===== src/hw/rtl/psg_pkg.sv =====
// Shared types, constants and the volume table for the three-voice sound generator.
// No dependencies; every other file in hw/rtl imports this package.
package psg_pkg;

    localparam int OVERSAMPLE_BITS_DEF = 3;
    localparam int VOLUME_WIDTH_DEF    = 16;
    localparam int VOICES              = 3;

    localparam int CFG_WIDTH  = 32;
    localparam int CFG_IDX_W  = 4;
    localparam int PERIOD_W   = 24;
    localparam int SETUP_W    = 21;
    localparam int MIX_W      = 6;
    localparam int LFSR_W     = 17;
    localparam int ROM_W      = 16;

    // Register map
    localparam logic [CFG_IDX_W-1:0] REG_TONE_A      = 4'd0;
    localparam logic [CFG_IDX_W-1:0] REG_TONE_B      = 4'd1;
    localparam logic [CFG_IDX_W-1:0] REG_TONE_C      = 4'd2;
    localparam logic [CFG_IDX_W-1:0] REG_NOISE_STEP  = 4'd3;
    localparam logic [CFG_IDX_W-1:0] REG_MIX_ENABLES = 4'd4;
    localparam logic [CFG_IDX_W-1:0] REG_ENV_PERIOD  = 4'd5;
    localparam logic [CFG_IDX_W-1:0] REG_ENV_SHAPE   = 4'd6;
    localparam logic [CFG_IDX_W-1:0] REG_VOICE_SETUP = 4'd7;

    localparam logic [LFSR_W-1:0] LFSR_TAPS  = 17'h12000;
    localparam logic [LFSR_W-1:0] LFSR_SEED  = 17'h00001;
    localparam logic [4:0]        ENV_IDX_TOP  = 5'd15;
    localparam logic [4:0]        ENV_IDX_DONE = 5'h1f;
    localparam logic [3:0]        ENV_LVL_MAX  = 4'hf;

    typedef struct packed {
        logic                restart;
        logic [3:0]          shape;
        logic [PERIOD_W-1:0] period;
    } env_cfg_t;

    typedef struct packed {
        logic       mute_right;
        logic       mute_left;
        logic       use_env;
        logic [3:0] level;
    } voice_cfg_t;

    function automatic logic [ROM_W-1:0] volume_lookup(input logic [3:0] idx);
        logic [ROM_W-1:0] v;
        begin
            case (idx)
                4'd0:    v = 16'd0;
                4'd1:    v = 16'd508;
                4'd2:    v = 16'd719;
                4'd3:    v = 16'd1018;
                4'd4:    v = 16'd1440;
                4'd5:    v = 16'd2038;
                4'd6:    v = 16'd2883;
                4'd7:    v = 16'd4080;
                4'd8:    v = 16'd5772;
                4'd9:    v = 16'd8168;
                4'd10:   v = 16'd11556;
                4'd11:   v = 16'd16351;
                4'd12:   v = 16'd23136;
                4'd13:   v = 16'd32735;
                4'd14:   v = 16'd46317;
                default: v = 16'd65535;
            endcase
            return v;
        end
    endfunction

    function automatic logic [LFSR_W-1:0] lfsr_shift(input logic [LFSR_W-1:0] s);
        begin
            return (s >> 1) ^ (s[0] ? LFSR_TAPS : '0);
        end
    endfunction

endpackage


===== src/hw/rtl/psg_env.sv =====
// Envelope generator: countdown, step index, mode bits and current level.
// Depends on psg_pkg.
module psg_env (
    input  logic               clk,
    input  logic               rst_n,
    input  logic               step_en,
    input  psg_pkg::env_cfg_t  cfg,
    output logic [3:0]         level
);
    import psg_pkg::*;

    logic [PERIOD_W-1:0] cd_reg, cd_next, cd_dec;
    logic [4:0]          idx_reg, idx_next, idx_dec;
    logic [3:0]          mode_reg, mode_next;
    logic [3:0]          lvl_reg, lvl_next;

    assign cd_dec  = cd_reg - 1'b1;
    assign idx_dec = idx_reg - 1'b1;

    always_comb
    begin
        cd_next   = cd_reg;
        idx_next  = idx_reg;
        mode_next = mode_reg;
        lvl_next  = lvl_reg;
        if (cfg.restart)
        begin
            mode_next = cfg.shape;
            idx_next  = ENV_IDX_TOP;
            lvl_next  = ENV_LVL_MAX ^ {4{cfg.shape[0]}};
            cd_next   = cfg.period;
        end
        else if (step_en && cd_reg != '0)
        begin
            if (cd_dec != '0)
            begin
                cd_next = cd_dec;
            end
            else if (idx_reg == '0)
            begin
                if (mode_reg[1])
                begin
                    // one-shot end: freeze at the final level
                    lvl_next = mode_reg[2] ? ENV_LVL_MAX : 4'h0;
                    idx_next = ENV_IDX_DONE;
                    cd_next  = '0;
                end
                else
                begin
                    mode_next = mode_reg[3] ? mode_reg : (mode_reg ^ 4'b0001);
                    idx_next  = ENV_IDX_TOP;
                    cd_next   = cfg.period;
                    lvl_next  = ENV_LVL_MAX ^ {4{mode_next[0]}};
                end
            end
            else
            begin
                idx_next = idx_dec;
                cd_next  = cfg.period;
                lvl_next = idx_dec[3:0] ^ {4{mode_reg[0]}};
            end
        end
    end

    always_ff @(posedge clk or negedge rst_n)
    begin
        if (!rst_n)
        begin
            cd_reg   <= '0;
            idx_reg  <= ENV_IDX_TOP;
            mode_reg <= '0;
            lvl_reg  <= ENV_LVL_MAX;
        end
        else
        begin
            cd_reg   <= cd_next;
            idx_reg  <= idx_next;
            mode_reg <= mode_next;
            lvl_reg  <= lvl_next;
        end
    end

    // the level used by this sample is the one after this sample's advance
    assign level = lvl_next;

    assert property (@(posedge clk) disable iff (!rst_n)
        (idx_reg == ENV_IDX_DONE) |-> (cd_reg == '0))
        else $error("envelope past its end but countdown still running");

endmodule


===== src/hw/rtl/psg_noise.sv =====
// Noise source: fractional divider and 17-bit LFSR, all sub-steps of one sample.
// Depends on psg_pkg.
module psg_noise #(
    parameter int OVERSAMPLE_BITS = psg_pkg::OVERSAMPLE_BITS_DEF
) (
    input  logic                          clk,
    input  logic                          rst_n,
    input  logic                          step_en,
    input  logic                          run,
    input  logic [31:0]                   noise_step,
    output logic [(1<<OVERSAMPLE_BITS)-1:0] noise_bits
);
    import psg_pkg::*;

    localparam int SUBSTEPS = 1 << OVERSAMPLE_BITS;

    logic [31:0]       div_reg, div_next;
    logic [LFSR_W-1:0] shift_reg, shift_next;

    always_comb
    begin
        logic [LFSR_W-1:0] sh;
        logic [31:0]       d;
        sh = shift_reg;
        for (int k = 0; k < SUBSTEPS; k++)
        begin
            // divider value before sub-step k, independent of the other sub-steps
            d = div_reg - 32'(noise_step * 32'(k));
            if (d > noise_step)
            begin
                sh = lfsr_shift(sh);
            end
            noise_bits[k] = sh[0];
        end
        shift_next = sh;
        div_next   = div_reg - (noise_step << OVERSAMPLE_BITS);
    end

    always_ff @(posedge clk or negedge rst_n)
    begin
        if (!rst_n)
        begin
            div_reg   <= '0;
            shift_reg <= LFSR_SEED;
        end
        else if (step_en && run)
        begin
            div_reg   <= div_next;
            shift_reg <= shift_next;
        end
    end

endmodule


===== src/hw/rtl/psg_voice.sv =====
// One square-wave voice: phase accumulator and the signed sample sum of one tick.
// Depends on psg_pkg.
module psg_voice #(
    parameter int OVERSAMPLE_BITS = psg_pkg::OVERSAMPLE_BITS_DEF,
    parameter int VOLUME_WIDTH    = psg_pkg::VOLUME_WIDTH_DEF
) (
    input  logic                            clk,
    input  logic                            rst_n,
    input  logic                            step_en,
    input  logic [31:0]                     tone_step,
    input  logic [1:0]                      sel,
    input  logic [VOLUME_WIDTH-1:0]         vol,
    input  logic [(1<<OVERSAMPLE_BITS)-1:0] noise_bits,
    output logic [31:0]                     samp
);
    import psg_pkg::*;

    localparam int SUBSTEPS = 1 << OVERSAMPLE_BITS;
    localparam int CNT_W    = OVERSAMPLE_BITS + 1;
    localparam int FAC_W    = OVERSAMPLE_BITS + 3;

    logic [31:0]             phase_reg;
    logic [CNT_W-1:0]        up_cnt;
    logic signed [FAC_W-1:0] fac;
    logic                    active;

    assign active = (vol != '0) && (sel != 2'b00);

    always_comb
    begin
        logic [31:0] ph;
        logic        tone_up;
        logic        up;
        up_cnt = '0;
        for (int k = 0; k < SUBSTEPS; k++)
        begin
            ph      = phase_reg + 32'(tone_step * 32'(k + 1));
            tone_up = !ph[31];
            case (sel)
                2'b01:   up = tone_up;
                2'b10:   up = noise_bits[k];
                default: up = tone_up | noise_bits[k];
            endcase
            up_cnt = up_cnt + CNT_W'(up);
        end
    end

    // sum of +vol / -vol over the sub-steps = vol * (2*ups - substeps)
    assign fac  = $signed({1'b0, up_cnt, 1'b0}) - $signed(FAC_W'(SUBSTEPS));
    assign samp = active ? (32'(vol) * 32'(fac)) : '0;

    always_ff @(posedge clk or negedge rst_n)
    begin
        if (!rst_n)
        begin
            phase_reg <= '0;
        end
        else if (step_en && active && sel[0])
        begin
            phase_reg <= phase_reg + (tone_step << OVERSAMPLE_BITS);
        end
    end

endmodule


===== src/hw/rtl/psg_three_voice_sample_generator.sv =====
// Three-voice sound generator, top level: config registers, request handshake and mix.
// Depends on psg_pkg, psg_env, psg_noise and psg_voice.
//
// Each request carries the running left/right mix and returns it with the three
// voices added. A request is taken every cycle unless the input side stalls; it passes
// through the input register and then the result register, and all envelope, noise and
// phase work for all 2^OVERSAMPLE_BITS sub-steps runs as one pass between them.
// The input side stalls only while a result is held by a stalled output and a
// request already waits in the input register. Write configuration only while no
// request is in flight; a write to env_shape restarts the envelope.
module psg_three_voice_sample_generator #(
    parameter int OVERSAMPLE_BITS = psg_pkg::OVERSAMPLE_BITS_DEF,
    parameter int VOLUME_WIDTH    = psg_pkg::VOLUME_WIDTH_DEF
) (
    input  logic                                clk,
    input  logic                                rst_n,
    input  logic                                cfg_we,
    input  logic [psg_pkg::CFG_IDX_W-1:0]       cfg_index,
    input  logic [psg_pkg::CFG_WIDTH-1:0]       cfg_data,
    input  logic                                in_valid,
    output logic                                in_stall,
    input  logic signed [31:0]                  acc_left,
    input  logic signed [31:0]                  acc_right,
    output logic                                out_valid,
    input  logic                                out_stall,
    output logic signed [31:0]                  mix_left,
    output logic signed [31:0]                  mix_right
);
    import psg_pkg::*;

    localparam int SUBSTEPS = 1 << OVERSAMPLE_BITS;
    localparam int VOL_UP   = (VOLUME_WIDTH >= ROM_W) ? (VOLUME_WIDTH - ROM_W) : 0;
    localparam int VOL_DOWN = (VOLUME_WIDTH <  ROM_W) ? (ROM_W - VOLUME_WIDTH) : 0;

    logic [31:0]         tone_step_reg [VOICES];
    logic [31:0]         noise_step_reg;
    logic [MIX_W-1:0]    mix_en_reg;
    logic [PERIOD_W-1:0] env_period_reg;
    logic [SETUP_W-1:0]  voice_setup_reg;

    logic               s1_valid_reg, s1_valid_next;
    logic signed [31:0] s1_left_reg, s1_right_reg;
    logic               out_valid_reg, out_valid_next;
    logic signed [31:0] out_left_reg, out_right_reg;
    logic signed [31:0] left_next, right_next;

    logic out_free, s1_adv, in_take;

    env_cfg_t             env_cfg;
    logic [3:0]           env_level;
    logic [SUBSTEPS-1:0]  noise_bits;
    logic [31:0]          voice_samp [VOICES];
    voice_cfg_t           vcfg [VOICES];

    // Configuration registers
    always_ff @(posedge clk or negedge rst_n)
    begin
        if (!rst_n)
        begin
            for (int v = 0; v < VOICES; v++)
            begin
                tone_step_reg[v] <= '0;
            end
            noise_step_reg  <= '0;
            mix_en_reg      <= '0;
            env_period_reg  <= '0;
            voice_setup_reg <= '0;
        end
        else if (cfg_we)
        begin
            case (cfg_index)
                REG_TONE_A:      tone_step_reg[0] <= cfg_data;
                REG_TONE_B:      tone_step_reg[1] <= cfg_data;
                REG_TONE_C:      tone_step_reg[2] <= cfg_data;
                REG_NOISE_STEP:  noise_step_reg   <= cfg_data;
                REG_MIX_ENABLES: mix_en_reg       <= cfg_data[MIX_W-1:0];
                REG_ENV_PERIOD:  env_period_reg   <= cfg_data[PERIOD_W-1:0];
                REG_VOICE_SETUP: voice_setup_reg  <= cfg_data[SETUP_W-1:0];
                default: ;
            endcase
        end
    end

    assign env_cfg.restart = cfg_we && (cfg_index == REG_ENV_SHAPE);
    assign env_cfg.shape   = cfg_data[3:0];
    assign env_cfg.period  = env_period_reg;

    // Handshake: the input register advances whenever the result register frees up
    assign out_free = !out_valid_reg || !out_stall;
    assign s1_adv   = s1_valid_reg && out_free;
    assign in_stall = s1_valid_reg && !out_free;
    assign in_take  = in_valid && !in_stall;

    always_comb
    begin
        s1_valid_next = s1_valid_reg;
        if (in_take)
        begin
            s1_valid_next = 1'b1;
        end
        else if (s1_adv)
        begin
            s1_valid_next = 1'b0;
        end
        out_valid_next = out_valid_reg;
        if (s1_adv)
        begin
            out_valid_next = 1'b1;
        end
        else if (!out_stall)
        begin
            out_valid_next = 1'b0;
        end
    end

    always_ff @(posedge clk or negedge rst_n)
    begin
        if (!rst_n)
        begin
            s1_valid_reg  <= 1'b0;
            out_valid_reg <= 1'b0;
        end
        else
        begin
            s1_valid_reg  <= s1_valid_next;
            out_valid_reg <= out_valid_next;
        end
    end

    always_ff @(posedge clk)
    begin
        if (in_take)
        begin
            s1_left_reg  <= acc_left;
            s1_right_reg <= acc_right;
        end
        if (s1_adv)
        begin
            out_left_reg  <= left_next;
            out_right_reg <= right_next;
        end
    end

    psg_env u_env (
        .clk     (clk),
        .rst_n   (rst_n),
        .step_en (s1_adv),
        .cfg     (env_cfg),
        .level   (env_level)
    );

    psg_noise #(
        .OVERSAMPLE_BITS (OVERSAMPLE_BITS)
    ) u_noise (
        .clk        (clk),
        .rst_n      (rst_n),
        .step_en    (s1_adv),
        .run        (mix_en_reg[5:3] != 3'b000),
        .noise_step (noise_step_reg),
        .noise_bits (noise_bits)
    );

    for (genvar v = 0; v < VOICES; v++)
    begin : g_voice
        logic [3:0]                    vol_idx;
        logic [VOLUME_WIDTH+ROM_W-1:0] vol_wide;
        logic [VOLUME_WIDTH-1:0]       vol;

        assign vcfg[v]  = voice_cfg_t'(voice_setup_reg[7*v +: 7]);
        assign vol_idx  = vcfg[v].use_env ? env_level : vcfg[v].level;
        assign vol_wide = ({{VOLUME_WIDTH{1'b0}}, volume_lookup(vol_idx)} << VOL_UP) >> VOL_DOWN;
        assign vol      = vol_wide[VOLUME_WIDTH-1:0];

        psg_voice #(
            .OVERSAMPLE_BITS (OVERSAMPLE_BITS),
            .VOLUME_WIDTH    (VOLUME_WIDTH)
        ) u_voice (
            .clk        (clk),
            .rst_n      (rst_n),
            .step_en    (s1_adv),
            .tone_step  (tone_step_reg[v]),
            .sel        ({mix_en_reg[3+v], mix_en_reg[v]}),
            .vol        (vol),
            .noise_bits (noise_bits),
            .samp       (voice_samp[v])
        );
    end

    // Drop muted voices from each side; sums wrap at 32 bits
    always_comb
    begin
        logic [31:0] l;
        logic [31:0] r;
        l = s1_left_reg;
        r = s1_right_reg;
        for (int v = 0; v < VOICES; v++)
        begin
            if (!vcfg[v].mute_left)
            begin
                l = l + voice_samp[v];
            end
            if (!vcfg[v].mute_right)
            begin
                r = r + voice_samp[v];
            end
        end
        left_next  = l;
        right_next = r;
    end

    assign out_valid = out_valid_reg;
    assign mix_left  = out_left_reg;
    assign mix_right = out_right_reg;

    assert property (@(posedge clk) disable iff (!rst_n)
        in_stall |-> (s1_valid_reg && out_valid_reg && out_stall))
        else $error("input stalled without a blocked result");

    assert property (@(posedge clk) disable iff (!rst_n)
        s1_adv |=> out_valid_reg)
        else $error("request left input register but no result is shown");

    assert property (@(posedge clk) disable iff (!rst_n)
        (out_valid_reg && out_stall && !s1_valid_reg) |-> !in_stall)
        else $error("input stalled with an empty input register");

endmodule

===== config.mk =====
export PLATFORM = sky130hd
export DESIGN_NAME = psg_three_voice_sample_generator
export DESIGN_NICKNAME = d
export VERILOG_FILES = /design/src/hw/rtl/psg_pkg.sv /design/src/hw/rtl/psg_env.sv /design/src/hw/rtl/psg_noise.sv /design/src/hw/rtl/psg_voice.sv /design/src/hw/rtl/psg_three_voice_sample_generator.sv
export SDC_FILE = /design/constraint.sdc
export NUM_CORES = 2
export LEC_CHECK = 0
export CAP_MARGIN = 20
export CELL_PAD_IN_SITES_DETAIL_PLACEMENT = 1
export CELL_PAD_IN_SITES_GLOBAL_PLACEMENT = 2
export CORE_MARGIN = 1.5
export CORE_UTILIZATION = 30
export CTS_BUF_LIST = sky130_fd_sc_hd__clkbuf_16
export CTS_CLUSTER_SIZE = 30
export DETAILED_ROUTE_END_ITERATION = 10
export DONT_BUFFER_PORTS = 1
export GPL_TIMING_DRIVEN = 0
export PLACE_DENSITY_LB_ADDON = 0.1
export SLEW_MARGIN = 20
export SYNTH_ARGS = -nofsm -noshare
export SYNTH_HDL_FRONTEND = slang
export SYNTH_HIERARCHICAL = 1
export SYNTH_SLANG_ARGS = --single-unit
export TNS_END_PERCENT = 30

===== constraint.sdc =====
create_clock -name clk -period 23.3 [get_ports clk]
set_input_delay 0 -clock clk [delete_from_list [all_inputs] [get_ports clk]]
set_output_delay 0 -clock clk [all_outputs]
set_load 0.01 [all_outputs]

==> Word level (Yosys, flattened, before mapping) <==
Memories as Yosys holds them, arrays and structs flattened.
Cells that the tools add are included.
{ "word_totals": {"regBits": 491, "mem_bits_ro": 768, "in_bits": 105, "elab_cells": 317, "mem_count": 3} }
{ "op_classes": {"addsub": 64, "mul": 19, "magnitude_cmp": 8, "n_eq_ne": 16, "muxes": 78, "n_bitwise": 36, "reduce_logical": 69} }
{ "mem_list": {"columns": ["memory", "depth", "width", "read_ports", "rd_clocked_by_memory_dff", "wr", "line", "source"], "rows": [
  ["(name not given)", 16, 16, 1, 0, 0, "psg_pkg.sv:49", "case (idx)"],
  ["(name not given)", 16, 16, 1, 0, 0, "psg_pkg.sv:49", null],
  ["(name not given)", 16, 16, 1, 0, 0, "psg_pkg.sv:49", null]
]} }
{ "ops": {"columns": ["op", "n"], "rows": [
  ["$add 32x32->32", 30],
  ["$mux 32", 9],
  ["$mux 17", 16],
  ["$gt 32x32->1", 8],
  ["$mul 32x3->32 const B", 8],
  ["$sub 32x32->32", 8],
  ["$xor 16x17->17", 8],
  ["$mul 32x2->31 const B", 4],
  ["$mul 32x2->32 const B", 4],
  ["$mux 24", 5],
  ["$add 4x1->4", 18],
  ["$mul 17x6->23", 3],
  ["$mux 4", 15],
  ["$pmux 1 s2", 24],
  ["$reduce_bool 16->1", 3],
  ["$reduce_bool 24->1", 2],
  ["$logic_not 1->1", 28],
  ["$mux 5", 5],
  ["$or 1x1->1", 24],
  ["$sub 24x1->24 const B", 1],
  ["$sub 5x4->6 const B", 3],
  ["$eq 4x3->1 const B", 4],
  ["$reduce_and 2->1", 8],
  ["$logic_and 1x1->1", 15],
  ["other kinds (18)", 37]
]} }

==> Logic depth before layout (Yosys ltp) <==
{ "depth": {"ltp_word": 36, "depth_mapped": 99, "mapped_depth_nobuf": 97} }

==> Cells and area by module <==
Netlist, hierarchy kept.
{ "modules_own_cells": {"columns": ["module", "n_inst", "cells_per_inst", "area_each_um2"], "rows": [
  ["psg_noise", 1, 2870, 23392.4],
  ["psg_three_voice_sample_generator", 1, 2293, 22696.8],
  ["psg_voice (g_voice[1].u_voice)", 1, 1688, 14794.2],
  ["psg_voice (g_voice[2].u_voice)", 1, 1673, 14766.7],
  ["psg_voice (g_voice[0].u_voice)", 1, 1695, 14734.1],
  ["psg_env", 1, 274, 2512.4]
]} }

==> Worst setup path after synthesis <==
No wires, ideal clock.
{ "synth_path": {"path_type": "register to register", "startpoint": "reg noise_step_reg[2]", "endpoint": "reg out_right_reg[29], in the netlist mix_right[29] (data pin)", "arrival_time_ns": 19.072, "required_time_ns": 23.040, "slack_ns": 3.968, "path_stages_with_launch": 86, "period_less_slack_ns": 19.332, "cell_sequence": "dfrtp_1 inv_1 fa_1 ha_1 a21oi_1 o21ai_0 a21o_1 a21o_1 a21oi_1 a21oi_1 a41o_1 o41a_1 a221oi_1 a21oi_1 a21o_1 a21oi_1 xnor2_1 ha_1 (+50 left out) clkbuf_1 a21o_1 a21o_1 a221oi_1 o21ai_0 a31oi_1 xnor2_1 mux2_2 ha_1 a21o_1 a21o_1 a21o_1 a21oi_1 a21bo_2 a21o_1 a21oi_1 xnor2_1 mux2_2"} }
{ "synth_lines": {"columns": ["element", "line", "source"], "rows": [
  ["start: declaration", "psg_three_voice_sample_generator.sv:36", "logic [31:0] noise_step_reg;"],
  ["start signal: assignment", "psg_three_voice_sample_generator.sv:75", "REG_NOISE_STEP: noise_step_reg <= cfg_data;"],
  ["end signal: assignment", "psg_three_voice_sample_generator.sv:140", "out_right_reg <= right_next;"],
  ["end: declaration", "psg_three_voice_sample_generator.sv:44", "logic signed [31:0] out_left_reg, out_right_reg;"]
]} }

==> flow_metrics.tcl <==
set metrics [dict create \
    worst_slack_ns 1.088 \
    numCtsBuffers 67 \
    async_flop_share 0.7328 \
    final_common_cell "ha_1" \
    drive_gt1_frac 0.07349 \
    fmax_ghz 0.04502 \
    setup_tns_ns 0 \
    cpLargestDelayFamily "compound AO/OA/AOI/OAI gates" \
    avgSynthCellArea_sq_um 8.853 \
    hpwl_um 274700 \
    worstMarginPinSlew_ns 1.125 \
    grt_use_total 0.2130 \
    die_w_um 559.5 \
    place_inst 14630 \
    ant_nets 0 \
    yosys.area_share.simple 0.1363 \
    hold_class "primary input to flip-flop" \
    start_kind "flip-flop" \
    synth_xor_area_frac 0.06483 \
    yosys_register_bits 479 \
    worstPathArrival_ns 22.65 \
    path_buf_inv 12 \
    largest_reg_flops 96 \
    netlist_area_sq_um 92900 \
    met1_usage 0.2817 \
    grt_max_degree 352 \
    grtUsageMet3 0.01476 \
    gr-total-overflow 0 \
    place_congestion 0.8704 \
    clk_latency_ns 0.69 \
    worstSetupPathType "flip-flop to flip-flop" \
    ff_latch_area_sq_um 12660 \
    syn_inst 10490 \
    drt_iter0_markers 3139 \
    synth_top_family_by_area "adder cells" \
    vias 79520 \
    layout_common_cells "ha_1, inv_1, a21oi_1, nand2_1, fa_1" \
    pre_cts_ws_ns -2.948 \
    grt_pass1_wl_um 520100 \
    yosysUniqueCellTypes 138 \
    synth_fp_nets 12980 \
    dpl_cell_area_sq_um 98390 \
    setup_viol 0 \
    cp-end-kind "flip-flop" \
    max_stage_delay_ns 0.57 \
    syn_to_final_growth_pct 12.02 \
    fin_cells 15030 \
    slew_violations 0 \
    dominantRegCellSynth "dfrtp_1" \
    min_period_over_period 0.9533 \
    wl_um 336800 \
    cts.sinks 479 \
    seq_area_frac_synth 0.1360 \
    numPortBuffers 0 \
    synth_edf_count 128 \
    cts_tree "built" \
    root_buffer "clkbuf_16" \
    grt-busiest-layer "met2" \
    avgViaCountPerCell 5.290 \
    min_period_ns 22.21 \
    worst_slew_margin_rel 0.2476 \
    path_clk_slew_ns 0.06 \
    antenna_found_initial 34 \
    slowest_stage "dfrtp_4" \
    path_max_fanout 10 \
    core_sq_um 308300 \
    die-area_sq_um 313000 \
    drc 0 \
    synth-adder-area-share 0.3693 \
    cts_buffer_depth 3 \
    num_io_pins 171 \
    num_rows 204 \
    max-cap-violations 0 \
    die_h_um 559.5 \
    initial_utilization 0.3013 \
    fill_cells 35940 \
    design_area_sq_um 104100 \
    finClkSkew_ns 0.04425 \
    ys_warn_count 6 \
    status "completed" \
    layout.nets 13330 \
    hold_viol_final 0 \
    multi_input_area_sq_um 75680 \
    htreeDepth 3 \
    grtUsageMet2 0.3736 \
    synthMuxAreaShare 0.04033 \
    dr.pass1.iters 5 \
    cp.required_ns 23.74 \
    wl_per_cell_um 22.40 \
    synth-compound-area-share 0.1986 \
    grt_pass1_vias 86300 \
]
## worst paths after layout
check / slack [ns] / depth (start not counted) / startpoint / endpoint
max: 1.09 / 84 / noise_step_reg[1]$_DFFE_PN0P_ / mix_left[29]$_DFFE_PP_
min: 0.06 / 3 / cfg_index[2] / tone_step_reg[63]$_DFFE_PN0P_
max reg2reg: 1.09 / 84 / noise_step_reg[1]$_DFFE_PN0P_ / mix_left[29]$_DFFE_PP_
min reg2reg: 0.48 / 1 / env_period_reg[10]$_DFFE_PN0P_ / u_env/cd_reg[10]$_DFFE_PN0P_
max in group asynchronous: 21.34 / 5 / rst_n / u_noise/div_reg[20]$_DFFE_PN0P_
min in group asynchronous: 0.35 / 3 / rst_n / g_voice[1].u_voice/phase_reg[5]$_DFFE_PN0P_
## cells in the mapped netlist, types with 23 or more instances
master     instances  area [sq um]
or3_1             59         369.1
o21bai_1          96         720.7
nand4_1          149         932.1
a211oi_1         118         885.9
a221oi_1          35         306.5
xor2_1           237          2076
a211o_1           44         385.4
nand2b_1         115         719.4
nor4_1            46         287.8
inv_1           1073          4028
o31ai_1           56         420.4
a22oi_1           24         180.2
a21o_1           470          3528
mux2i_1           87         870.8
o21a_1           106         795.8
and4_1            34         297.8
a21oi_1          712          3563
dfrtp_1          342          8558
a2111oi_0         24         210.2
buf_4             33         247.7
or2_2             41         256.5
o21ai_0          595          2978
nor2_1           528          1982
o211ai_1          68         510.5
edfxtp_1         128          3844
nand3_1          168         840.8
a31oi_1           71         444.2
and3_1            79         494.2
and2_1           162          1013
mux2_2           254          2860
nor3b_1           23         172.7
fa_1             605         12110
a31o_2            27         236.5
nor3_1           194         970.9
ha_1            1774         22200
a21boi_0          24         180.2
clkbuf_1         153         574.3
nor2b_1          171          1070
xnor2_1          435          3810
nand2_1          664          2492
o21ai_1           27         135.1
## kinds of logic after synthesis
kind of cell,count (synthesis)
adders and majority gates,2379
DFF,479
AOI/OAI and AO/OA,2801
other,3
xor gates and xnor gates,678
buffers and inverters,1298
muxes,342
and+or+nand+nor,2513
## layout make-up
class,count,area share
multi-input combinational,8716,0.7273
sequential,479,0.1217
tap,4120,0.04954
inverter,1076,0.03935
timing repair buffer,285,0.02926
clock buffer,68,0.01635
buffer,220,0.01000
clock inverter,55,0.006180
antenna,15,0.0003607
## metal layers
layer	routed length [um]	vias up
li1	-	38410
met3	8603	244
met2	162600	827
met1	156300	40050
met5	0	-
met4	9319	0
## through the flow
| stage | hold slack, ns | util |
|---|---|---|
| 4_1_cts | 0.01971 | 0.3359 |
| 5_1_grt | 0.06400 | 0.3374 |
| 3_5_place_dp | -0.2846 | 0.3191 |
| 6_report | 0.06474 | 0.3375 |
| 2_1_floorplan | -0.2956 | - |
| 3_3_place_gp | -0.2835 | 0.3180 |
## worst reg2reg max path: cells and delay by family, from the launching register on
kind / cells / cell delay (ns)
flops: 1 / 0.57
compound gates: 33 / 8.18
simple gates: 15 / 3.13
xor+xnor: 5 / 0.82
mux: 1 / 0.27
buf+inv: 12 / 1.78
fa+ha+maj: 18 / 7.25
## what timing repair did
action / in CTS / in global routing
pin swaps: 4 / 8
setup endpoints to repair: 42 / 25
hold buffers: 199 / 1
setup buffers: 53 / 15
endpoints found under the hold margin: 735 / 40
gates resized for setup: 67 / 85
Power is not shown: default switching activity piles up to over one toggle a cycle in this logic, so the estimate is an artifact.
